File: src/rtl/sft_pkg.sv
package sft_pkg;

    // Field widths
    localparam int DATA_W = 32;
    localparam int ID_W   = 4;
    localparam int MODE_W = 2;
    localparam int THR_W  = 31;

    // Defaults
    localparam int                SENSOR_COUNT_DEF = 16;
    localparam logic [THR_W-1:0]  THRESHOLD_RESET  = THR_W'(2000);

    // Request codes
    localparam logic [MODE_W-1:0] MODE_LOCAL  = 2'd0;
    localparam logic [MODE_W-1:0] MODE_REMOTE = 2'd1;
    localparam logic [MODE_W-1:0] MODE_BCAST  = 2'd2;

    // One table entry as kept in memory
    typedef struct packed {
        logic [DATA_W-1:0] value;
        logic [DATA_W-1:0] tick;
        logic [DATA_W-1:0] stamp;
    } entry_t;

endpackage

File: src/rtl/sensor_freshness_table.sv
// Sensor freshness table.
// Input channel (s_*): one request per transfer. Mode 0 stores a local reading
// and advances the local tick, mode 1 applies a remote update when its sensor
// tick is newer, mode 2 broadcasts every entry whose age is under the
// threshold, mode 3 does nothing. Result channel (m_*): one transfer per fresh
// entry of a broadcast, m_last set on the final one.
// Config channel (cfg_*): writes the staleness threshold; always ready.
// Sequence: an update is accepted, then the entry is read and written back
// through the table memory (one write port, one registered read port).
// A broadcast walks the memory one entry per cycle, with the receiver keeping
// up; the output lags the scan by one fresh entry, since the last flag is only
// known once the next fresh entry or the end of the table is seen.
// Stalls: when the output register is full and m_ready is low, the scan holds
// its place; the next request is taken once the scan has handed off its final
// result.
// Reset: clears the local tick, the threshold (to 2000) and the per-entry
// valid bits, so every entry reads as zero until written. No clearing pass.
module sensor_freshness_table #(
    parameter int SENSOR_COUNT = sft_pkg::SENSOR_COUNT_DEF
) (
    input  logic                        aclk,
    input  logic                        aresetn,

    input  logic                        s_valid,
    output logic                        s_ready,
    input  logic [sft_pkg::MODE_W-1:0]  s_mode,
    input  logic [sft_pkg::ID_W-1:0]    s_sensor_id,
    input  logic signed [sft_pkg::DATA_W-1:0] s_sensor_value,
    input  logic signed [sft_pkg::DATA_W-1:0] s_sensor_tick,
    input  logic signed [sft_pkg::DATA_W-1:0] s_age_offset,

    output logic                        m_valid,
    input  logic                        m_ready,
    output logic [sft_pkg::ID_W-1:0]    m_out_id,
    output logic signed [sft_pkg::DATA_W-1:0] m_out_value,
    output logic signed [sft_pkg::DATA_W-1:0] m_out_tick,
    output logic signed [sft_pkg::DATA_W-1:0] m_out_age,
    output logic                        m_last,

    input  logic                        cfg_valid,
    output logic                        cfg_ready,
    input  logic [sft_pkg::THR_W-1:0]   cfg_data
);
    import sft_pkg::*;

    localparam int IDX_W = (SENSOR_COUNT > 1) ? $clog2(SENSOR_COUNT) : 1;
    localparam int CNT_W = $clog2(SENSOR_COUNT + 1);
    localparam logic [CNT_W-1:0] COUNT = CNT_W'(SENSOR_COUNT);

    localparam logic [1:0] ST_IDLE  = 2'd0;
    localparam logic [1:0] ST_UPD   = 2'd1;
    localparam logic [1:0] ST_SCAN  = 2'd2;
    localparam logic [1:0] ST_FLUSH = 2'd3;

    // Control state
    logic [1:0]              state_reg, state_next;
    logic [DATA_W-1:0]       local_tick_reg, local_tick_next;
    logic [THR_W-1:0]        threshold_reg;
    logic [SENSOR_COUNT-1:0] vbit_reg, vbit_next;
    logic [CNT_W-1:0]        issue_cnt_reg, issue_cnt_next;
    logic                    dat_vld_reg, dat_vld_next;
    logic                    hold_vld_reg, hold_vld_next;
    logic                    m_valid_reg, m_valid_next;

    // Payload
    logic [MODE_W-1:0]       req_mode_reg, req_mode_next;
    logic [IDX_W-1:0]        req_id_reg, req_id_next;
    logic [DATA_W-1:0]       req_value_reg, req_value_next;
    logic [DATA_W-1:0]       req_tick_reg, req_tick_next;
    logic [DATA_W-1:0]       req_offs_reg, req_offs_next;
    logic [IDX_W-1:0]        dat_idx_reg, dat_idx_next;
    logic [ID_W-1:0]         hold_id_reg, hold_id_next;
    logic [DATA_W-1:0]       hold_value_reg, hold_value_next;
    logic [DATA_W-1:0]       hold_tick_reg, hold_tick_next;
    logic [DATA_W-1:0]       hold_age_reg, hold_age_next;
    logic [ID_W-1:0]         out_id_reg, out_id_next;
    logic [DATA_W-1:0]       out_value_reg, out_value_next;
    logic [DATA_W-1:0]       out_tick_reg, out_tick_next;
    logic [DATA_W-1:0]       out_age_reg, out_age_next;
    logic                    out_last_reg, out_last_next;

    // Table memory
    entry_t                  entry_mem [SENSOR_COUNT];
    entry_t                  rd_data_reg;
    logic                    rd_vbit_reg;
    logic                    rd_en, wr_en;
    logic [IDX_W-1:0]        rd_addr, wr_addr;
    entry_t                  wr_data;

    // Datapath helpers
    entry_t                  cur;
    logic [DATA_W-1:0]       age;
    logic                    fresh;
    logic                    out_free;
    logic                    advance;
    logic                    id_ok;

    assign s_ready     = (state_reg == ST_IDLE);
    assign cfg_ready   = 1'b1;
    assign m_valid     = m_valid_reg;
    assign m_out_id    = out_id_reg;
    assign m_out_value = out_value_reg;
    assign m_out_tick  = out_tick_reg;
    assign m_out_age   = out_age_reg;
    assign m_last      = out_last_reg;

    // Entry never written reads as zero
    assign cur   = rd_vbit_reg ? rd_data_reg : '0;
    assign age   = local_tick_reg - cur.stamp;
    assign fresh = $signed(age) < $signed({1'b0, threshold_reg});

    assign out_free = !m_valid_reg || m_ready;
    assign advance  = !dat_vld_reg || !fresh || !hold_vld_reg || out_free;
    assign id_ok    = 32'(s_sensor_id) < 32'(SENSOR_COUNT);

    // Sequencer
    always_comb begin
        state_next      = state_reg;
        local_tick_next = local_tick_reg;
        vbit_next       = vbit_reg;
        issue_cnt_next  = issue_cnt_reg;
        dat_vld_next    = dat_vld_reg;
        hold_vld_next   = hold_vld_reg;
        m_valid_next    = m_valid_reg;
        req_mode_next   = req_mode_reg;
        req_id_next     = req_id_reg;
        req_value_next  = req_value_reg;
        req_tick_next   = req_tick_reg;
        req_offs_next   = req_offs_reg;
        dat_idx_next    = dat_idx_reg;
        hold_id_next    = hold_id_reg;
        hold_value_next = hold_value_reg;
        hold_tick_next  = hold_tick_reg;
        hold_age_next   = hold_age_reg;
        out_id_next     = out_id_reg;
        out_value_next  = out_value_reg;
        out_tick_next   = out_tick_reg;
        out_age_next    = out_age_reg;
        out_last_next   = out_last_reg;
        rd_en           = 1'b0;
        rd_addr         = issue_cnt_reg[IDX_W-1:0];
        wr_en           = 1'b0;
        wr_addr         = req_id_reg;
        wr_data         = '0;

        if (m_valid_reg && m_ready) begin
            m_valid_next = 1'b0;
        end

        case (state_reg)
            ST_IDLE: begin
                if (s_valid) begin
                    req_mode_next  = s_mode;
                    req_id_next    = IDX_W'(s_sensor_id);
                    req_value_next = s_sensor_value;
                    req_tick_next  = s_sensor_tick;
                    req_offs_next  = s_age_offset;
                    if ((s_mode == MODE_LOCAL || s_mode == MODE_REMOTE) && id_ok) begin
                        rd_en      = 1'b1;
                        rd_addr    = IDX_W'(s_sensor_id);
                        state_next = ST_UPD;
                    end else if (s_mode == MODE_BCAST) begin
                        issue_cnt_next = '0;
                        dat_vld_next   = 1'b0;
                        state_next     = ST_SCAN;
                    end
                end
            end

            // Read-modify-write of the addressed entry
            ST_UPD: begin
                state_next    = ST_IDLE;
                wr_data.value = req_value_reg;
                wr_data.tick  = req_tick_reg;
                if (req_mode_reg == MODE_LOCAL) begin
                    wr_en           = 1'b1;
                    wr_data.stamp   = local_tick_reg;
                    local_tick_next = local_tick_reg + DATA_W'(1);
                end else if ($signed(cur.tick) < $signed(req_tick_reg)) begin
                    wr_en         = 1'b1;
                    wr_data.stamp = local_tick_reg - req_offs_reg;
                end
                if (wr_en) begin
                    vbit_next[req_id_reg] = 1'b1;
                end
            end

            // Walk the table; keep one fresh entry back to know the last one
            ST_SCAN: begin
                if (advance) begin
                    if (issue_cnt_reg != COUNT) begin
                        rd_en          = 1'b1;
                        issue_cnt_next = issue_cnt_reg + CNT_W'(1);
                    end
                    dat_vld_next = rd_en;
                    dat_idx_next = issue_cnt_reg[IDX_W-1:0];
                    if (dat_vld_reg && fresh) begin
                        if (hold_vld_reg) begin
                            m_valid_next   = 1'b1;
                            out_id_next    = hold_id_reg;
                            out_value_next = hold_value_reg;
                            out_tick_next  = hold_tick_reg;
                            out_age_next   = hold_age_reg;
                            out_last_next  = 1'b0;
                        end
                        hold_vld_next   = 1'b1;
                        hold_id_next    = ID_W'(dat_idx_reg);
                        hold_value_next = cur.value;
                        hold_tick_next  = cur.tick;
                        hold_age_next   = age;
                    end
                    if (issue_cnt_reg == COUNT && !dat_vld_reg) begin
                        state_next = ST_FLUSH;
                    end
                end
            end

            // Hand off the final fresh entry with last set
            ST_FLUSH: begin
                if (!hold_vld_reg) begin
                    state_next = ST_IDLE;
                end else if (out_free) begin
                    m_valid_next   = 1'b1;
                    out_id_next    = hold_id_reg;
                    out_value_next = hold_value_reg;
                    out_tick_next  = hold_tick_reg;
                    out_age_next   = hold_age_reg;
                    out_last_next  = 1'b1;
                    hold_vld_next  = 1'b0;
                    state_next     = ST_IDLE;
                end
            end

            default: begin
                state_next = ST_IDLE;
            end
        endcase
    end

    // Control registers
    always_ff @(posedge aclk) begin
        if (!aresetn) begin
            state_reg      <= ST_IDLE;
            local_tick_reg <= '0;
            threshold_reg  <= THRESHOLD_RESET;
            vbit_reg       <= '0;
            issue_cnt_reg  <= '0;
            dat_vld_reg    <= 1'b0;
            hold_vld_reg   <= 1'b0;
            m_valid_reg    <= 1'b0;
        end else begin
            state_reg      <= state_next;
            local_tick_reg <= local_tick_next;
            vbit_reg       <= vbit_next;
            issue_cnt_reg  <= issue_cnt_next;
            dat_vld_reg    <= dat_vld_next;
            hold_vld_reg   <= hold_vld_next;
            m_valid_reg    <= m_valid_next;
            if (cfg_valid) begin
                threshold_reg <= cfg_data;
            end
        end
    end

    // Payload registers
    always_ff @(posedge aclk) begin
        req_mode_reg   <= req_mode_next;
        req_id_reg     <= req_id_next;
        req_value_reg  <= req_value_next;
        req_tick_reg   <= req_tick_next;
        req_offs_reg   <= req_offs_next;
        dat_idx_reg    <= dat_idx_next;
        hold_id_reg    <= hold_id_next;
        hold_value_reg <= hold_value_next;
        hold_tick_reg  <= hold_tick_next;
        hold_age_reg   <= hold_age_next;
        out_id_reg     <= out_id_next;
        out_value_reg  <= out_value_next;
        out_tick_reg   <= out_tick_next;
        out_age_reg    <= out_age_next;
        out_last_reg   <= out_last_next;
    end

    // Table memory: one write, one registered read; read data holds when idle
    always_ff @(posedge aclk) begin
        if (wr_en) begin
            entry_mem[wr_addr] <= wr_data;
        end
        if (rd_en) begin
            rd_data_reg <= entry_mem[rd_addr];
            rd_vbit_reg <= vbit_reg[rd_addr];
        end
    end

endmodule
File: config.mk
export PLATFORM = sky130hd
export DESIGN_NAME = sensor_freshness_table
export DESIGN_NICKNAME = d
export VERILOG_FILES = /design/src/rtl/sft_pkg.sv /design/src/rtl/sensor_freshness_table.sv
export SDC_FILE = /design/constraint.sdc
export NUM_CORES = 2
export LEC_CHECK = 0
export BUFFER_PORTS_ARGS = -buffer_cell sky130_fd_sc_hd__clkbuf_2
export CAP_MARGIN = 20
export CORE_MARGIN = 5
export CORE_UTILIZATION = 69
export CTS_BUF_LIST = sky130_fd_sc_hd__clkbuf_2 sky130_fd_sc_hd__clkbuf_4 sky130_fd_sc_hd__clkbuf_8
export CTS_CLUSTER_SIZE = 10
export DETAILED_ROUTE_END_ITERATION = 12
export PLACE_DENSITY = 0.95
export SKIP_CTS_REPAIR_TIMING = 1
export SYNTH_ARGS = -nofsm -noshare
export SYNTH_HDL_FRONTEND = slang
export SYNTH_SLANG_ARGS = --single-unit
File: constraint.sdc
create_clock -name aclk -period 28.2 [get_ports aclk]
set_input_delay 5.64 -clock aclk [delete_from_list [all_inputs] [get_ports aclk]]
set_output_delay 5.64 -clock aclk [all_outputs]
set_load 0.02 [all_outputs]
# Word-level counts from Yosys, hierarchy flattened
# Memories as Yosys holds them, arrays and structs flattened. A register that Yosys moved wholly into a read port is not among the register bits.
# Index checks and enable logic that the tools add are counted.
dict set report totals {
  wordCells 165
  memories 1
  register_bits 397
  ramBits 1536
}
dict set report op_classes {
  n_eq_ne 19
  reduce_logical 28
  mux 83
  bitwise_logic 1
  addsub 4
  order_cmp 5
}
# memory words word_bits rd rd_clocked_by_memory_dff write_ports line_no
set mem_list {}
lappend mem_list {entry_mem 16 96 1 1 1 sensor_freshness_table.sv:83} ;# entry_t entry_mem [SENSOR_COUNT];
# op count
set op_table {}
lappend op_table {{$mux W32} 17}
lappend op_table {{$pmux W32 S2} 3}
lappend op_table {{$mux W96} 1}
lappend op_table {{$lt A32 B32 Y1} 2}
lappend op_table {{$mux W64} 1}
lappend op_table {{$sub A32 B32 Y32} 2}
lappend op_table {{$add A32 B1 Y32 const B} 1}
lappend op_table {{$mux W4} 8}
lappend op_table {{$mux W1} 31}
lappend op_table {{$mux W5} 5}
lappend op_table {{$ne A2 B2 Y1 const B} 9}
lappend op_table {{$or A16 B16 Y16} 1}
lappend op_table {{$mux W2} 7}
lappend op_table {{$reduce_and A6 Y1} 2}
lappend op_table {{$lt A4 B5 Y1 const B} 2}
lappend op_table {{$pmux W1 S2} 5}
lappend op_table {{$pmux W5 S2} 1}
lappend op_table {{$reduce_and A5 Y1} 2}
lappend op_table {{$pmux W2 S4} 1}
lappend op_table {{$pmux W4 S2} 1}
lappend op_table {{$reduce_and A2 Y1} 4}
lappend op_table {{$eq A2 B2 Y1 const B} 3}
lappend op_table {{$logic_not A2 Y1} 3}
lappend op_table {{$reduce_and A3 Y1} 2}
lappend op_table {{other kinds (14)} 26}

# Longest topological paths before layout
dict set report logic_depth {
  depth_word 9
  depth_mapped 27
  depth_no_buf 25
}

# Worst setup path before layout
# No wires, ideal clock.
dict set report synth_timing {
  path_kind {input to register}
  start {input s_valid}
  end {register rd_data_reg[0] (netlist name)}
  required_ps 27513
  t_arrival_ps 12532
  setup_time_ps 687
  path_slack_ps 14981
  path_buffers 0
  path_stages 2
  path_cell_list {nand2_2 o21ai_0}
}
dict set report synth_between {
  elab_chain_len 2
  elab_cells_between_ends 4
  cone_classes {mux: 4}
}
# element line_no
set synth_rtl {}
lappend synth_rtl {{start: declaration} sensor_freshness_table.sv:24} ;# input logic s_valid,
lappend synth_rtl {{$mux W1} sensor_freshness_table.sv:152} ;# if (s_valid) begin
lappend synth_rtl {{$pmux W1 S2} sensor_freshness_table.sv:150} ;# case (state_reg)
lappend synth_rtl {{via rd_en} sensor_freshness_table.sv:86} ;# logic rd_en, wr_en;
# The timed path passes the listed nets, and every way through them passes these cells.
# A chain may end at the register's enable or synchronous reset.

# Final worst setup path
dict set report layout_timing {
  start {input s_valid}
  end {register rd_data_reg[89] (netlist name)}
}
dict set report layout_between {
  elab_chain_len 2
  elab_cells_between_ends 4
  cone_classes {mux: 4}
}
# element line_no
set layout_rtl {}
lappend layout_rtl {{$mux W1 or $mux W4 (tied branches)} sensor_freshness_table.sv:152}
lappend layout_rtl {{$pmux W1 S2 or $mux W4 (tied branches)} sensor_freshness_table.sv:150}
# Parallel ways exist; a longest one is shown, timed or not.

==> flow_summary_export.csv <==
group,metric,value,unit
run_status,status,"finished, final reports clean",
synthesis,ys_top_cells_by_area,"edfxtp_1 (73%), mux4_2 (11%), dfxtp_1 (2.2%)",
cts,cts_tree,"built",
hold_path,whs_endpoint,"m_out_value[24]",
cts,clock-sinks,2029,
synthesis,async_reset_ff_frac,0,
global_route,antenna_found_initial,7,
die,coreArea,116000,µm²
cts,path_clk_slew,70,ps
critical_path,critPathMaxStageDelay,910,ps
finish,drive_above_1_share,0.249,
placement,pre_cts_ws,16780,ps
timing,hold_viol,0,
critical_path,rr_worst_depth,17,
critical_path,r2r_slack,19100,ps
power_and_ir_drop,p_leak,0.0308,µW
placement,io_buffers,240,
synthesis,synth-seq-cells,2029,
die,rows,125,
die,die_area,123000,µm²
finish,largest_reg_flops,1536,
synthesis,synth.top_cell.area_share,0.728,
critical_path,crit_path_end_kind,"flip-flop",
power_and_ir_drop,p_sw,1530,µW
timing,setup_ws,17790,ps
routing,drc,0,
critical_path,crit_chain,"clkbuf_2 -> nand2_2 -> nor2_4 -> mux2i_4 -> buf_4 -> buf_12 -> buf_4 -> buf_4 -> mux4_2 -> and2_1 -> a211oi_1 -> a31oi_1",
critical_path,required,28850,ps
synthesis,synth.avg_cell_area,18.7,µm²
timing,rsz0062_at_grt,"false",
synthesis,synth.yosys.warnings,0,
timing,setup_viol,0,
power_and_ir_drop,p_comb_frac,0.076,
timing,fmax,96.1,MHz
critical_path,cp_top_family,"buffers and inverters",
synthesis,syn_inst,4279,
cts,cts_buffers,315,
die,die_h,351,µm
power_and_ir_drop,vdd_drop_max,0.0605,mV
critical_path,criticalPathCategory,"input port to flip-flop",
power_and_ir_drop,p_seq_frac,0.537,
synthesis,syn-num-nets,4545,
routing,drtIter0Drc,9027,
critical_path,cp_slowest_cell,"buf_4",
critical_path,critical_path_buf_inv_count,5,
finish,final_core_util,0.770,
synthesis,syn-cell-area,80000,µm²
power_and_ir_drop,switching_share,0.241,
finish,area_growth,11.5,%
critical_path,crit_fanout,110,
placement,gp_congestion,0.881,
critical_path,timing.rr.end,"entry_mem[3][87]",
cts,clock_latency,1040,ps
die,start_util,0.691,
timing,worst_pin_slew,1270,ps
routing,wl_per_cell,35.2,µm
hold_path,hold_start,"hold_value_reg[24]",
power_and_ir_drop,p_per_area,71.0,nW/µm²
cts,cts_buffer_depth,4,
timing,timing.final.crit_share,0.369,
global_route,grt_pass1_vias,48297,
timing,fin_skew,83.8,ps
timing,relSlewSlack,0.152,
routing,first_pass_iters,8,
synthesis,yosys.area.top_type,"edfxtp_1",
synthesis,synth-edff-count,1940,
routing,drtAntennaViolNets,0,
critical_path,cp-start-kind,"input port",
cts,cts.htree.levels,5,
power_and_ir_drop,p_int,4800,µW
routing,finalWirelength,228000,µm
timing,final.setup.tns,0,ps
die,die_x,351,µm
die,ioPinCount,242,
routing,via_per_inst,7.30,
routing,num_vias,47267,
global_route,overflow,0,
critical_path,cp_common_cell,"buf_4",
global_route,grt_max_degree,195,
flow_run,cap_viol_max_count,0,
timing,period_minus_slack,10410,ps
power_and_ir_drop,finalPower,6330,µW
hold_path,hold_path_depth,0,
power_and_ir_drop,power.share.clock,0.387,
placement,hpwl,117000,µm
synthesis,ys.flop_type,"edfxtp_1",
hold_path,hp-class,"flip-flop to flip-flop",
synthesis,ys_seq_area_frac,0.750,
global_route,grt_pass1_wl,327000,µm
global_route,grt.total_usage,0.373,
critical_path,rr_startpoint,"rd_vbit_reg",
timing,slew_violations,0,
synthesis,yosysUniqueCellTypes,79,
cts,root_buffer,"clkbuf_8",
critical_path,crit_arrival,11060,ps
finish,final_nets,4989,
==> worst reg2reg max path, delay by kind of cell, from the launching register on <==
kind / cells / cell delay, ps
buf+inv: 5 / 3470
compound gates: 7 / 2340
simple gates: 4 / 1780
flops: 1 / 750
fa+ha+maj: 1 / 270
==> synth_stat cells, types with 3 or more instances <==
master / n
a211oi_1: 114
mux4_2: 388
and4_1: 7
or3_1: 12
buf_2: 69
edfxtp_1: 1940
xor2_1: 31
nor3_1: 16
a31oi_1: 103
nand4_1: 17
nand2_1: 324
buf_4: 4
o2111ai_1: 3
nor4_2: 5
o41ai_1: 4
clkbuf_1: 123
or2_2: 4
inv_1: 112
o31ai_1: 7
buf_1: 4
o211ai_1: 15
and2_1: 236
and3_1: 11
o21a_1: 20
o21bai_1: 6
xnor2_1: 45
o31a_1: 5
dfxtp_1: 89
nor2b_1: 8
nand3_1: 22
o21ai_1: 13
nand2b_1: 12
nor2_1: 124
a21boi_0: 3
nor3_2: 5
a21o_1: 37
ha_1: 126
a22o_1: 4
mux2i_1: 31
a21oi_1: 91
o21ai_0: 38
or2_1: 5
==> per-stage QoR <==
stage                     cells  instance area [µm²]  hold WS [ps]
after global placement     5914                83100           400
final                      6474                89200           383
after global routing       6468                89200           414
after CTS                  6454                89000           383
after detailed placement   5917                83100           405
after floorplan            4279                80000           400
==> cell usage in the layout (no fill, tap or decap), drive strengths merged, types with 7 or more instances in the layout <==
| cell | n |
|---|---|
| a211oi | 115 |
| a21o | 37 |
| a21oi | 92 |
| a31oi | 104 |
| and2 | 236 |
| and3 | 11 |
| and4 | 7 |
| buf | 86 |
| bufinv | 8 |
| clkbuf | 654 |
| clkinv | 106 |
| clkinvlp | 9 |
| dfxtp | 89 |
| diode | 7 |
| edfxtp | 1940 |
| ha | 126 |
| inv | 114 |
| mux2i | 32 |
| mux4 | 388 |
| nand2 | 325 |
| nand2b | 12 |
| nand3 | 22 |
| nand4 | 17 |
| nor2 | 127 |
| nor2b | 8 |
| nor3 | 21 |
| nor4 | 7 |
| o211ai | 15 |
| o21a | 20 |
| o21ai | 53 |
| o31ai | 8 |
| or2 | 9 |
| or3 | 12 |
| xnor2 | 45 |
| xor2 | 31 |
==> cell families after synthesis <==
family,count (synthesis),synth area share
other,1,0.0000469
adders and majority gates,128,0.0202
muxes,421,0.113
xor gates and xnor gates,76,0.00832
DFF,2029,0.750
buffers and inverters,313,0.0160
and+or+nand+nor,819,0.0504
AOI/OAI and AO/OA,492,0.0412
==> power groups by stage <==
stage               combinational (µW)  clock, µW  sequential (µW)
detailed placement                 455          0             3450
finish                             482       2450             3400
CTS                                470       2440             3390
global placement                   419          0             3450
floorplan                          316          0             3440
global route                       506       2600             3390
==> area by class of cell <==
| cell class | count | area (µm²) |
|---|---|---|
| multi-input combinational | 1937 | 18900 |
| inverter | 113 | 427 |
| tap | 1524 | 1910 |
| fill | 5088 | 26600 |
| sequential | 2029 | 60000 |
| clock inverter | 124 | 761 |
| antenna | 7 | 17.5 |
| timing repair buffer | 327 | 1960 |
| clock buffer | 413 | 5150 |
==> metal layers <==
| metal | vias to the layer above | global-route usage | part of all wire |
|---|---|---|---|
| met1 | 22742 | 0.468 | 0.30 |
| met2 | 5453 | 0.594 | 0.48 |
| met3 | 1142 | 0.100 | 0.15 |
| met4 | 4 | 0.227 | 0.073 |
| met5 | - | 0 | 0.000088 |
| li1 | 17926 | - | - |
==> worst max path at each step <==
stage                 start         endpoint  slack (ps)  cells after the start
finish              s_valid  rd_data_reg[89]       17790                     12
global route        s_valid  rd_data_reg[21]       17270                     12
detailed placement  s_valid  rd_data_reg[74]       16780                     12
floorplan           s_valid   rd_data_reg[0]       14980                      2
global placement    s_valid  rd_data_reg[88]       17060                     12
CTS                 s_valid  rd_data_reg[86]       17760                     12
Note: power is estimated with default switching activity, not from simulation.
